**src/rtl/lsp_pkg.sv**
```systemverilog
package lsp_pkg;

   // Widths of the item, result and register fields.
   localparam int COUNT_W   = 7;
   localparam int COLOR_W   = 8;
   localparam int SELECT_W  = 3;
   localparam int LEVEL_W   = 4;
   localparam int POS_W     = 5;
   localparam int SIZE_W    = 6;
   localparam int CSR_IDX_W = 2;
   localparam int CSR_DAT_W = 7;

   // Built-in pattern tables.
   localparam int TABLE_ROWS = 6;

   // Register indexes.
   localparam logic [CSR_IDX_W-1:0] CSR_PATTERN_SELECT = 2'd0;
   localparam logic [CSR_IDX_W-1:0] CSR_BRIGHTNESS     = 2'd1;
   localparam logic [CSR_IDX_W-1:0] CSR_STRING_LENGTH  = 2'd2;

   // Register reset values.
   localparam logic [SELECT_W-1:0]  SELECT_RESET = 3'd1;
   localparam logic [LEVEL_W-1:0]   LEVEL_RESET  = 4'd8;
   localparam logic [COUNT_W-1:0]   LENGTH_RESET = 7'd18;
   localparam logic [LEVEL_W-1:0]   LEVEL_FULL   = 4'd8;

   localparam logic OPCODE_TICK = 1'b0;
   localparam logic OPCODE_FILL = 1'b1;

   typedef struct packed {
      logic               opcode;
      logic [COUNT_W-1:0] fill_count;
      logic [COLOR_W-1:0] fill_red;
      logic [COLOR_W-1:0] fill_green;
      logic [COLOR_W-1:0] fill_blue;
   } req_payload_type;

   typedef struct packed {
      logic [COLOR_W-1:0] green;
      logic [COLOR_W-1:0] red;
      logic [COLOR_W-1:0] blue;
      logic               last_led;
   } rsp_payload_type;

   // Microprogram steps.
   typedef logic [2:0] step_type;
   localparam step_type STEP_WAIT       = 3'd0;
   localparam step_type STEP_DECODE     = 3'd1;
   localparam step_type STEP_TICK_CHECK = 3'd2;
   localparam step_type STEP_TICK_INIT  = 3'd3;
   localparam step_type STEP_FILL_INIT  = 3'd4;
   localparam step_type STEP_FILL_CHECK = 3'd5;
   localparam step_type STEP_EMIT       = 3'd6;
   localparam step_type STEP_DONE       = 3'd7;

   typedef enum logic [2:0] {
      COND_NONE,
      COND_ALWAYS,
      COND_ACCEPT,
      COND_FILL,
      COND_NO_PATTERN,
      COND_EMPTY,
      COND_LAST
   } cond_type;

   // Datapath controls carried in one microword.
   typedef struct packed {
      logic req_ready;
      logic load_item;
      logic init_tick;
      logic init_fill;
      logic emit;
      logic advance_pos;
   } ctl_type;

   typedef struct packed {
      ctl_type  ctl;
      cond_type cond;
      logic     hold;
      step_type target;
   } uword_type;

   // Datapath flags tested by the jump conditions.
   typedef struct packed {
      logic accept;
      logic is_fill;
      logic no_pattern;
      logic count_zero;
      logic last_fire;
   } status_type;

   function automatic logic [SIZE_W-1:0] pat_len(input logic [SELECT_W-1:0] row);
      logic [SIZE_W-1:0] len;
      case (row)
         3'd0:    len = 6'd1;
         3'd1:    len = 6'd1;
         3'd2:    len = 6'd8;
         3'd3:    len = 6'd4;
         3'd4:    len = 6'd22;
         3'd5:    len = 6'd2;
         default: len = 6'd1;
      endcase
      return len;
   endfunction

   // Table entry as {red, green, blue}.
   function automatic logic [3*COLOR_W-1:0] pat_rgb(input logic [SELECT_W-1:0] row,
                                                    input logic [POS_W-1:0] slot);
      logic [3*COLOR_W-1:0] rgb;
      rgb = '0;
      case (row)
         3'd1: begin
            if (slot == 5'd0) rgb = 24'hffffff;
         end
         3'd2: begin
            case (slot)
               5'd0:    rgb = 24'hffffff;
               5'd1:    rgb = 24'hffff00;
               5'd2:    rgb = 24'hff00ff;
               5'd3:    rgb = 24'h00ffff;
               5'd4:    rgb = 24'hff0000;
               5'd5:    rgb = 24'h00ff00;
               5'd6:    rgb = 24'h0000ff;
               5'd7:    rgb = 24'h00ff00;
               default: rgb = '0;
            endcase
         end
         3'd3: begin
            case (slot)
               5'd0, 5'd1: rgb = 24'h780000;
               5'd2, 5'd3: rgb = 24'h007800;
               default:    rgb = '0;
            endcase
         end
         3'd4: begin
            // Each level of the fade is held for two LEDs.
            case (slot[4:1])
               4'd0:    rgb = 24'hc8ed9b;
               4'd1:    rgb = 24'h97b27e;
               4'd2:    rgb = 24'h768c64;
               4'd3:    rgb = 24'h5b6b4d;
               4'd4:    rgb = 24'h434f39;
               4'd5:    rgb = 24'h30392a;
               4'd6:    rgb = 24'h21271d;
               4'd7:    rgb = 24'h151913;
               4'd8:    rgb = 24'h0c0e0b;
               4'd9:    rgb = 24'h060704;
               4'd10:   rgb = 24'h010201;
               default: rgb = '0;
            endcase
         end
         3'd5: begin
            case (slot)
               5'd0:    rgb = 24'hff0000;
               5'd1:    rgb = 24'h0000ff;
               default: rgb = '0;
            endcase
         end
         default: rgb = '0;
      endcase
      return rgb;
   endfunction

endpackage

```
**src/rtl/lsp_stream_if.sv**
```systemverilog
interface lsp_stream_if #(
   parameter type payload_type = logic
);
   logic        valid;
   logic        ready;
   payload_type payload;

   modport source (output valid, output payload, input ready);
   modport sink   (input valid, input payload, output ready);
endinterface

```
**src/rtl/lsp_sequencer.sv**
```systemverilog
module lsp_sequencer (
   input  logic                clock,
   input  logic                reset,
   input  lsp_pkg::status_type sts,
   output lsp_pkg::ctl_type    ctl
);
   import lsp_pkg::*;

   step_type  step_ff;
   step_type  step_in;
   uword_type word;
   logic      taken;

   // The control store: one microword per step.
   function automatic uword_type ucode(input step_type s);
      uword_type w;
      w = '0;
      w.cond = COND_NONE;
      case (s)
         STEP_WAIT: begin
            w.ctl.req_ready = 1'b1;
            w.ctl.load_item = 1'b1;
            w.cond          = COND_ACCEPT;
            w.hold          = 1'b1;
            w.target        = STEP_DECODE;
         end
         STEP_DECODE: begin
            w.cond   = COND_FILL;
            w.target = STEP_FILL_INIT;
         end
         STEP_TICK_CHECK: begin
            w.cond   = COND_NO_PATTERN;
            w.target = STEP_WAIT;
         end
         STEP_TICK_INIT: begin
            w.ctl.init_tick = 1'b1;
            w.cond          = COND_ALWAYS;
            w.target        = STEP_EMIT;
         end
         STEP_FILL_INIT: begin
            w.ctl.init_fill = 1'b1;
         end
         STEP_FILL_CHECK: begin
            w.cond   = COND_EMPTY;
            w.target = STEP_WAIT;
         end
         STEP_EMIT: begin
            w.ctl.emit = 1'b1;
            w.cond     = COND_LAST;
            w.hold     = 1'b1;
            w.target   = STEP_DONE;
         end
         STEP_DONE: begin
            w.ctl.advance_pos = 1'b1;
            w.cond            = COND_ALWAYS;
            w.target          = STEP_WAIT;
         end
         default: begin
            w.cond   = COND_ALWAYS;
            w.target = STEP_WAIT;
         end
      endcase
      return w;
   endfunction

   always_ff @(posedge clock) begin
      if (reset) begin
         step_ff <= STEP_WAIT;
      end else begin
         step_ff <= step_in;
      end
   end

   always_comb begin
      word = ucode(step_ff);
      ctl  = word.ctl;
      case (word.cond)
         COND_ALWAYS:     taken = 1'b1;
         COND_ACCEPT:     taken = sts.accept;
         COND_FILL:       taken = sts.is_fill;
         COND_NO_PATTERN: taken = sts.no_pattern;
         COND_EMPTY:      taken = sts.count_zero;
         COND_LAST:       taken = sts.last_fire;
         default:         taken = 1'b0;
      endcase
      if (taken) begin
         step_in = word.target;
      end else if (word.hold) begin
         step_in = step_ff;
      end else begin
         step_in = step_ff + 3'd1;
      end
   end

endmodule

```
**src/rtl/lsp_datapath.sv**
```systemverilog
module lsp_datapath #(
   parameter int MAX_LEDS      = 64,
   parameter int PATTERN_DEPTH = 24,
   parameter int PATTERN_COUNT = 6
) (
   input  logic                              clock,
   input  logic                              reset,
   input  logic                              csr_we,
   input  logic [lsp_pkg::CSR_IDX_W-1:0]     csr_index,
   input  logic [lsp_pkg::CSR_DAT_W-1:0]     csr_wdata,
   lsp_stream_if.sink                        req_ch,
   lsp_stream_if.source                      rsp_ch,
   input  lsp_pkg::ctl_type                  ctl,
   output lsp_pkg::status_type               sts
);
   import lsp_pkg::*;

   localparam logic [COUNT_W-1:0] MAX_COUNT = COUNT_W'(MAX_LEDS);
   localparam logic [SIZE_W-1:0]  MAX_SIZE  = SIZE_W'(PATTERN_DEPTH);

   // Configuration registers and pattern state.
   logic [SELECT_W-1:0] select_ff, select_in;
   logic [LEVEL_W-1:0]  level_ff, level_in;
   logic [COUNT_W-1:0]  length_ff, length_in;
   logic [POS_W-1:0]    pos_ff, pos_in;

   // Item and frame counters.
   req_payload_type     item_ff, item_in;
   logic [COUNT_W-1:0]  count_ff, count_in;
   logic [POS_W-1:0]    idx_ff, idx_in;

   // Output register.
   logic                out_valid_ff, out_valid_in;
   rsp_payload_type     out_ff, out_in;

   logic                accept;
   logic                fire;
   logic                no_pattern;
   logic [SELECT_W-1:0] row;
   logic [SIZE_W-1:0]   len;
   logic [SIZE_W-1:0]   size;
   logic [LEVEL_W-1:0]  shift;
   logic [3*COLOR_W-1:0] rgb;
   logic [SIZE_W-1:0]   idx_inc;
   logic [SIZE_W-1:0]   pos_inc;
   logic [COUNT_W-1:0]  fill_n;
   logic [COUNT_W-1:0]  tick_n;

   assign req_ch.ready   = ctl.req_ready;
   assign rsp_ch.valid   = out_valid_ff;
   assign rsp_ch.payload = out_ff;

   always_ff @(posedge clock) begin
      if (reset) begin
         select_ff    <= SELECT_RESET;
         level_ff     <= LEVEL_RESET;
         length_ff    <= LENGTH_RESET;
         pos_ff       <= '0;
         out_valid_ff <= 1'b0;
      end else begin
         select_ff    <= select_in;
         level_ff     <= level_in;
         length_ff    <= length_in;
         pos_ff       <= pos_in;
         out_valid_ff <= out_valid_in;
      end
   end

   always_ff @(posedge clock) begin
      item_ff  <= item_in;
      count_ff <= count_in;
      idx_ff   <= idx_in;
      out_ff   <= out_in;
   end

   always_comb begin
      accept     = req_ch.valid && ctl.req_ready;
      fire       = ctl.emit && (!out_valid_ff || rsp_ch.ready);

      no_pattern = (select_ff == '0) ||
                   (32'(select_ff) > PATTERN_COUNT) ||
                   (32'(select_ff) > TABLE_ROWS);
      row        = select_ff - 3'd1;
      len        = pat_len(row);
      size       = (len > MAX_SIZE) ? MAX_SIZE : len;
      if (size == '0) size = 6'd1;

      shift      = (level_ff > LEVEL_FULL) ? 4'd0 : LEVEL_FULL - level_ff;
      rgb        = pat_rgb(row, idx_ff);

      idx_inc    = {1'b0, idx_ff} + 6'd1;
      pos_inc    = {1'b0, pos_ff} + 6'd1;
      fill_n     = (item_ff.fill_count > MAX_COUNT) ? MAX_COUNT : item_ff.fill_count;
      tick_n     = (length_ff > MAX_COUNT) ? MAX_COUNT : length_ff;

      sts.accept     = accept;
      sts.is_fill    = (item_ff.opcode == OPCODE_FILL);
      sts.no_pattern = no_pattern;
      sts.count_zero = (count_ff == '0);
      sts.last_fire  = fire && (count_ff == 7'd1);

      select_in = select_ff;
      level_in  = level_ff;
      length_in = length_ff;
      pos_in    = pos_ff;
      if (csr_we) begin
         case (csr_index)
            CSR_PATTERN_SELECT: begin
               select_in = csr_wdata[SELECT_W-1:0];
               pos_in    = '0;
            end
            CSR_BRIGHTNESS: level_in = csr_wdata[LEVEL_W-1:0];
            CSR_STRING_LENGTH: begin
               length_in = (csr_wdata == '0) ? LENGTH_RESET : csr_wdata;
            end
            default: ;
         endcase
      end
      // The position moves on once per completed pattern frame.
      if (ctl.advance_pos && item_ff.opcode == OPCODE_TICK) begin
         pos_in = (pos_inc >= size) ? '0 : pos_inc[POS_W-1:0];
      end

      item_in = item_ff;
      if (ctl.load_item && accept) begin
         item_in = req_ch.payload;
      end

      count_in = count_ff;
      idx_in   = idx_ff;
      if (ctl.init_tick) begin
         count_in = tick_n;
         idx_in   = pos_ff;
      end
      if (ctl.init_fill) begin
         count_in = fill_n;
      end

      out_valid_in = out_valid_ff && !rsp_ch.ready;
      out_in       = out_ff;
      if (fire) begin
         out_valid_in = 1'b1;
         count_in     = count_ff - 7'd1;
         idx_in       = (idx_inc >= size) ? '0 : idx_inc[POS_W-1:0];
         out_in.last_led = (count_ff == 7'd1);
         if (item_ff.opcode == OPCODE_FILL) begin
            out_in.red   = item_ff.fill_red;
            out_in.green = item_ff.fill_green;
            out_in.blue  = item_ff.fill_blue;
         end else begin
            out_in.red   = rgb[3*COLOR_W-1:2*COLOR_W] >> shift;
            out_in.green = rgb[2*COLOR_W-1:COLOR_W] >> shift;
            out_in.blue  = rgb[COLOR_W-1:0] >> shift;
         end
      end
   end

endmodule

```
**src/rtl/led_strip_pattern_generator.sv**
```systemverilog
// Generates LED strip color words from built-in pattern tables or a solid fill.
// req_ch takes one item per transfer: a pattern tick (opcode 0) or a solid
// fill (opcode 1 with fill_count and a fill color). rsp_ch carries one LED
// word per transfer, green, red and blue bytes, with last_led set on the
// final word of the item. The csr_ port writes pattern_select (0),
// brightness (1) and string_length (2); write only while the block is idle.
// A tick runs the decode, tick check and tick init steps and a fill the
// decode, fill init and fill check steps; the emit step then registers the
// first word. A tick with the pattern off or an empty fill returns to the
// wait step with no word. The microcoded sequencer emits from its emit step
// one word per cycle unless rsp_ch stalls and takes items only in its wait step.
// Reset restores pattern 1, full brightness, 18 LEDs and position zero.
// The output register holds a word while rsp_ch is stalled and the emit
// step waits; a new item can be taken while the last word still waits.
module led_strip_pattern_generator #(
   parameter int MAX_LEDS      = 64,
   parameter int PATTERN_DEPTH = 24,
   parameter int PATTERN_COUNT = 6
) (
   input  logic                          clock,
   input  logic                          reset,
   input  logic                          csr_we,
   input  logic [lsp_pkg::CSR_IDX_W-1:0] csr_index,
   input  logic [lsp_pkg::CSR_DAT_W-1:0] csr_wdata,
   lsp_stream_if.sink                    req_ch,
   lsp_stream_if.source                  rsp_ch
);
   import lsp_pkg::*;

   ctl_type    ctl;
   status_type sts;

   lsp_sequencer u_sequencer (
      .clock (clock),
      .reset (reset),
      .sts   (sts),
      .ctl   (ctl)
   );

   lsp_datapath #(
      .MAX_LEDS      (MAX_LEDS),
      .PATTERN_DEPTH (PATTERN_DEPTH),
      .PATTERN_COUNT (PATTERN_COUNT)
   ) u_datapath (
      .clock     (clock),
      .reset     (reset),
      .csr_we    (csr_we),
      .csr_index (csr_index),
      .csr_wdata (csr_wdata),
      .req_ch    (req_ch),
      .rsp_ch    (rsp_ch),
      .ctl       (ctl),
      .sts       (sts)
   );

endmodule
```
**src/flat_wrapper.sv**
```systemverilog
// flat-port wrapper written by rule: the top's interface ports become plain ports
module led_strip_pattern_generator_flat import lsp_pkg::*;
#(
   parameter int MAX_LEDS      = 64,
   parameter int PATTERN_DEPTH = 24,
   parameter int PATTERN_COUNT = 6
)
  (clock, reset, csr_we, csr_index, csr_wdata, req_ch_valid, req_ch_payload, req_ch_ready, rsp_ch_valid, rsp_ch_payload, rsp_ch_ready);
  lsp_stream_if req_ch_i ();
  lsp_stream_if rsp_ch_i ();
  input  logic clock;
  input  logic reset;
  input  logic csr_we;
  input  logic [lsp_pkg::CSR_IDX_W-1:0] csr_index;
  input  logic [lsp_pkg::CSR_DAT_W-1:0] csr_wdata;
  input wire logic [$bits(req_ch_i.valid)-1:0] req_ch_valid;
  input wire logic [$bits(req_ch_i.payload)-1:0] req_ch_payload;
  output wire logic [$bits(req_ch_i.ready)-1:0] req_ch_ready;
  output wire logic [$bits(rsp_ch_i.valid)-1:0] rsp_ch_valid;
  output wire logic [$bits(rsp_ch_i.payload)-1:0] rsp_ch_payload;
  input wire logic [$bits(rsp_ch_i.ready)-1:0] rsp_ch_ready;
  assign req_ch_i.valid = req_ch_valid;
  assign req_ch_i.payload = req_ch_payload;
  assign req_ch_ready = req_ch_i.ready;
  assign rsp_ch_valid = rsp_ch_i.valid;
  assign rsp_ch_payload = rsp_ch_i.payload;
  assign rsp_ch_i.ready = rsp_ch_ready;
  led_strip_pattern_generator #(.MAX_LEDS(MAX_LEDS), .PATTERN_DEPTH(PATTERN_DEPTH), .PATTERN_COUNT(PATTERN_COUNT)) u_core (.clock(clock), .reset(reset), .csr_we(csr_we), .csr_index(csr_index), .csr_wdata(csr_wdata), .req_ch(req_ch_i), .rsp_ch(rsp_ch_i));
endmodule
```
**config.mk**
```make
export PLATFORM = sky130hd
export DESIGN_NAME = led_strip_pattern_generator_flat
export DESIGN_NICKNAME = d
export VERILOG_FILES = /design/src/rtl/lsp_pkg.sv /design/src/rtl/lsp_stream_if.sv /design/src/rtl/lsp_sequencer.sv /design/src/rtl/lsp_datapath.sv /design/src/rtl/led_strip_pattern_generator.sv /design/src/flat_wrapper.sv
export SDC_FILE = /design/constraint.sdc
export NUM_CORES = 1
export LEC_CHECK = 0
export BUFFER_PORTS_ARGS = -buffer_cell sky130_fd_sc_hd__buf_4
export CAP_MARGIN = 20
export CORE_MARGIN = 3
export CORE_UTILIZATION = 50
export DETAILED_ROUTE_END_ITERATION = 8
export MAX_ROUTING_LAYER = met4
export PLACE_DENSITY = 0.73
export SYNTH_ARGS = -nofsm -noshare
export SYNTH_HDL_FRONTEND = slang
export SYNTH_SLANG_ARGS = --single-unit
```
**constraint.sdc**
```tcl
create_clock -name clock -period 4.3 [get_ports clock]
set_input_delay 0.215 -clock clock [delete_from_list [all_inputs] [get_ports clock]]
set_output_delay 0.215 -clock clock [all_outputs]
set_load 0.02 [all_outputs]
```
# Word-level counts from Yosys, hierarchy flattened
# Index checks and enable logic that the tools add are counted.
# W data, S select, Z words.
dict set report word_totals {
  regBits 22
  inputBits 15
  output_inout_bits 3
  elab_cells 60
}
dict set report op_classes {
  addsub 2
  order_cmp 2
  n_eq_ne 15
  muxes 16
  reduce_logical 19
}
# op count
set ops {}
lappend ops {{$mux W7} 5}
lappend ops {{$eq A3 B3 Y1 const B} 7}
lappend ops {{$pmux W3 S6} 1}
lappend ops {{$logic_not A7 Y1} 2}
lappend ops {{$pmux W3 S4} 1}
lappend ops {{$eq A3 B2 Y1 const B} 3}
lappend ops {{$eq A7 B1 Y1 const B} 1}
lappend ops {{$gt A7 B7 Y1 const B} 1}
lappend ops {{$sub A7 B1 Y7 const B} 1}
lappend ops {{$eq A3 B1 Y1 const B} 2}
lappend ops {{$logic_not A3 Y1} 2}
lappend ops {{$mux W3} 2}
lappend ops {{$mux W1} 5}
lappend ops {{$pmux W1 S5} 1}
lappend ops {{$logic_and A1 B1 Y1} 4}
lappend ops {{$reduce_and A2 Y1} 2}
lappend ops {{$reduce_or A2 Y1} 2}
lappend ops {{$add A3 B1 Y3 const B} 1}
lappend ops {{$gt A3 B3 Y1 const B} 1}
lappend ops {{$logic_or A1 B1 Y1} 3}
lappend ops {{$reduce_bool A3 Y1} 1}
lappend ops {{$eq A2 B2 Y1 const B} 1}
lappend ops {{$logic_not A1 Y1} 2}
lappend ops {{$logic_not A2 Y1} 1}
lappend ops {{2 further kinds} 2}

# Logic depth before layout (Yosys ltp)
dict set report depth {
  depth_word 6
  depth_mapped 8
  depth_no_buf 7
}

# By module
# From an unflattened synthesis, not the netlist that was laid out.
dict set report unflattened {
  cells_unflattened 145
  hier_area_um2 1380.1
}
# mod n_inst cells_per_inst area_per_inst_um2 seq_area_each_um2
set by_module_without_submodules {}
lappend by_module_without_submodules {lsp_datapath 1 99 1003.5 460.4}
lappend by_module_without_submodules {lsp_sequencer 1 46 376.6 60.1}

# Least setup slack after synthesis
# Ideal clock, no wire load.
dict set report synth_timing {
  path_kind {reg2reg}
  from {reg u_core.u_sequencer.step_ff[0]}
  to {reg u_core.u_sequencer.step_ff[1]}
  setup_time_ns 0.121
  arrival_ns 1.821
  t_required_ns 4.179
  path_slack_ns 2.359
  stages_incl_launch_ff 8
  path_buffers 1
  synth_period_minus_slack_ns 1.941
  path_cell_list {dfxtp_1 inv_1 ha_1 buf_6 nor2b_1 o2111a_1 o41ai_1 mux2_2}
}
dict set report synth_via {
  elab_chain_cells 6
  word_cells_on_any_way 27
  cone_classes {1 x add/sub; 12 x eq/ne; 8 x mux; 6 x reduce/logical}
}
# element line
set synth_rtl {}
lappend synth_rtl {{start: declaration} lsp_sequencer.sv:9} ;# step_type step_ff;
lappend synth_rtl {{start signal: assignment} lsp_sequencer.sv:70} ;# step_ff <= step_in;
lappend synth_rtl {{$eq A3 B3 Y1 or $eq A3 B2 Y1 (tied branches)} lsp_sequencer.sv:19} ;# case (s)
lappend synth_rtl {{$reduce_or A2 Y1 (no line) or $mux W1 (tied branches)} -}
lappend synth_rtl {{$pmux W3 S6 or $logic_and A1 B1 Y1 (tied branches)} {lsp_sequencer.sv:19, lsp_datapath.sv:78}}
lappend synth_rtl {{$eq A3 B3 Y1 (tied with other cells)} lsp_sequencer.sv:77} ;# case (word.cond)
lappend synth_rtl {{$pmux W1 S5} lsp_sequencer.sv:77}
lappend synth_rtl {{$ne A2 B1 Y1 (no line) or $mux W3 (tied branches)} -}
# Several ways; a longest one is shown, not always the timed one. The select of a mux whose other input is x is not followed.
# A chain may end at the register's enable or synchronous reset.

# Worst setup path in the final report
# Same ends and word-level chain as after synthesis.

==> run_results.csv <==
group,metric,value,unit
synthesis,synth_ff_type,"dfxtp_1",
worst_setup_path,cp-end-kind,"flip-flop",
worst_setup_path,critical_path_class,"reg -> reg",
sta,skew,11.05,ps
placement,io_buffer_count,16,
synthesis,ys_seq_area_share,40.82,%
grt,grt_pass1_vias,995,
clocking,cts_resized,0,
worst_setup_path,start_kind,"flip-flop",
sta,fin_tns_setup,0,ps
finish,utilization,62.22,%
clocking,clk_pin_slew,130,ps
placement,place_inst,180,
detailed_routing,wire_per_inst,13.89,um
detailed_routing,drt_iter0_markers,13,
synthesis,synthTopCellsByArea,"dfxtp_1 22%, edfxtp_1 19%, ha_1 8.8%, nand2_1 6.2%, a21oi_1 3.9%",
synthesis,synth_edf_count,8,
clocking,cts_tree,"built",
synthesis,ys_async_sr_fraction,0,%
pwr,vdd_drop_max,307.4,uV
finish,antennaDiodeCount,0,
synthesis,syn_area,0.001275,mm^2
detailed_routing,dr.pass1.iters,4,
sta,grt_setup_unrepaired,"no",
sta,max_freq,439.2,MHz
placement,dpl.hpwl,1.983,mm
floorplan,core,0.002318,mm^2
floorplan,io_pins,18,
detailed_routing,ant_nets,0,
synthesis,synthCells,140,
floorplan,rows,17,
sta,finalHoldViolations,0,
floorplan,start_util,54.99,%
finish,instances_no_fill,184,
synthesis,synth_commonest_cells,"21 x nand2_1, 14 x dfxtp_1, 10 x a21oi_1",
synthesis,ys_warn_count,0,
finish,multiInputGateArea,708.2,um^2
sta,period_needed,2277,ps
hold_path,min_path_type,"in -> reg",
pwr,power_density,382.0,mW/mm^2
worst_setup_path,crit_arrival,2500,ps
detailed_routing,via_count,1026,
finish,area_delta_synth_final,13.15,%
clocking,htreeDepth,1,
synthesis,synth_top_cell_by_area,"dfxtp_1",
sta,setup_violations,0,
synthesis,synthMostInstantiatedCell,"nand2_1",
clocking,clockBufferDepth,2,
clocking,clkLatencyLatePin,310,ps
grt,grt_overflow,0,
finish,drive_above_1_share,17.31,%
run_status,status,"finished, final reports clean",
clocking,clock-sinks,22,
sta,fin_crit_sh,52.96,%
grt,antenna_found_initial,0,
floorplan,die-area,0.003192,mm^2
finish,num-fill-cells,208,
synthesis,avgSynthCellArea,9.107,um^2
sta,relSlewSlack,56.79,%
grt,grt.total_usage,17.94,%
clocking,root_buffer,"clkbuf_4",
finish,regArea,520.5,um^2
floorplan,die_h,56.50,um
finish,final_nets,181,
grt,grt_pass1_wl,4.381,mm
placement,gp_congestion,0.8346,
sta,report.final.slew_viol_count,0,
sta,tightest_slew,646.8,ps
synthesis,syn-num-nets,164,
detailed_routing,drc,0,
pwr,p_leak,0.5711,nW
clocking,cts_hold_buf,0,
worst_setup_path,critPathMaxStageDelay,490,ps
detailed_routing,vias_per_cell,5.576,
worst_setup_path,slowest_stage,"o41ai_1",
worst_setup_path,cp_cell_sequence,"inv_1 -> ha_1 -> and3b_1 -> o2111a_1 -> o41ai_1 -> mux2_2",
clocking,cts_setup_buffers,0,
flow_run,maxCapViolations,0,
detailed_routing,drt-total-wl,2.555,mm
clocking,cts_buffers,3,
worst_setup_path,path_max_fanout,10,
synthesis,synth.distinct_cells,37,
synthesis,ys_ff_latch,22,
synthesis,synth_top_cell_area_share,21.98,%
floorplan,die_x,56.50,um
worst_setup_path,cp.required,4520,ps
grt,grt_max_degree,16,
## registers in the layout (all words and copies together), names as in the netlist
name,count
u_core.u_datapath.count_ff,7
u_core.u_sequencer.step_ff,3
u_core.u_datapath.length_ff,7
u_core.u_datapath.select_ff,3
u_core.u_datapath.rsp_ch.valid,1
u_core.u_datapath.rsp_ch.payload,1
## stage by stage
step	cell area, um^2	setup slack, ps	power (mW)	hold slack [ps]
after global routing	1443	1758	0.5833	126.1
after CTS	1443	2008	0.5533	115.5
after global placement	1406	2097	0.4283	444.5
final	1443	2023	0.5511	124.0
after detailed placement	1406	2031	0.4389	444.6
after floorplan	1275	2359	0.3896	316.5
## worst paths after layout
path	startpoint	endpoint	slack [ps]	cells after the start
max reg2reg	u_core.u_sequencer.step_ff[0]	u_core.u_sequencer.step_ff[1]	2020	6
max	u_core.u_sequencer.step_ff[0]	u_core.u_sequencer.step_ff[1]	2020	6
min reg2reg	u_core.u_datapath.length_ff[2]	u_core.u_datapath.length_ff[2]	470	2
min	csr_wdata[4]	u_core.u_datapath.length_ff[4]	120	3
## metal layers
metal | GRT usage, % | routed length (um)
met1 | 22.87 | 1233
met2 | 28.71 | 1181
met3 | 2.069 | 99
met4 | 7.458 | 40
met5 | - | 0
## cells by family after synthesis
logic type      Yosys count  share of synthesized area, %
buf+inv                  10                         3.631
compound gates           27                         12.46
simple gates             62                         26.69
fa+ha+maj                 9                         8.832
mux                       5                         4.122
xor+xnor                  5                         3.435
flops                    22                         40.82
## worst max-delay path: cells and delay by family, from the launching register on
kind                     cells  cell delay [ps]
AND/OR/NAND/NOR              1              220
adder cells (fa/ha/maj)      1              330
AO/OA/AOI/OAI                2              750
flip-flops                   1              390
multiplexers                 1              400
buffers and inverters        1              100
## power by group
part	internal [mW]	switching [mW]
combinational	0.0889	0.0989
clock	0.0517	0.0643
sequential	0.231	0.0160
## final cells by class
cell class,count,area share [%]
well taps,28,2.428
inverters,6,1.561
flip-flops and latches,22,36.08
clock buffers,4,2.515
repair buffers,16,8.326
multi-input cells,108,49.09
## layout by cell type, fill, tap and decap left out, types with 2 or more instances in the layout
master,netlist,routed
a21oi_1,10,10
and3b_1,2,2
buf_4,0,16
clkbuf_4,0,3
dfxtp_1,14,14
edfxtp_1,8,8
ha_1,9,9
inv_1,6,6
mux2_2,2,2
mux2i_1,3,3
nand2_1,21,21
nand2b_1,4,4
nand3_1,3,3
nand3b_1,2,2
nor2_1,9,9
nor2b_1,3,3
nor3_1,4,4
nor3b_1,4,4
o21ai_0,9,9
o22ai_1,3,3
o41ai_1,2,2
xnor2_1,3,3
xor2_1,2,2
No activity file was read; power rests on OpenSTA's default activity.
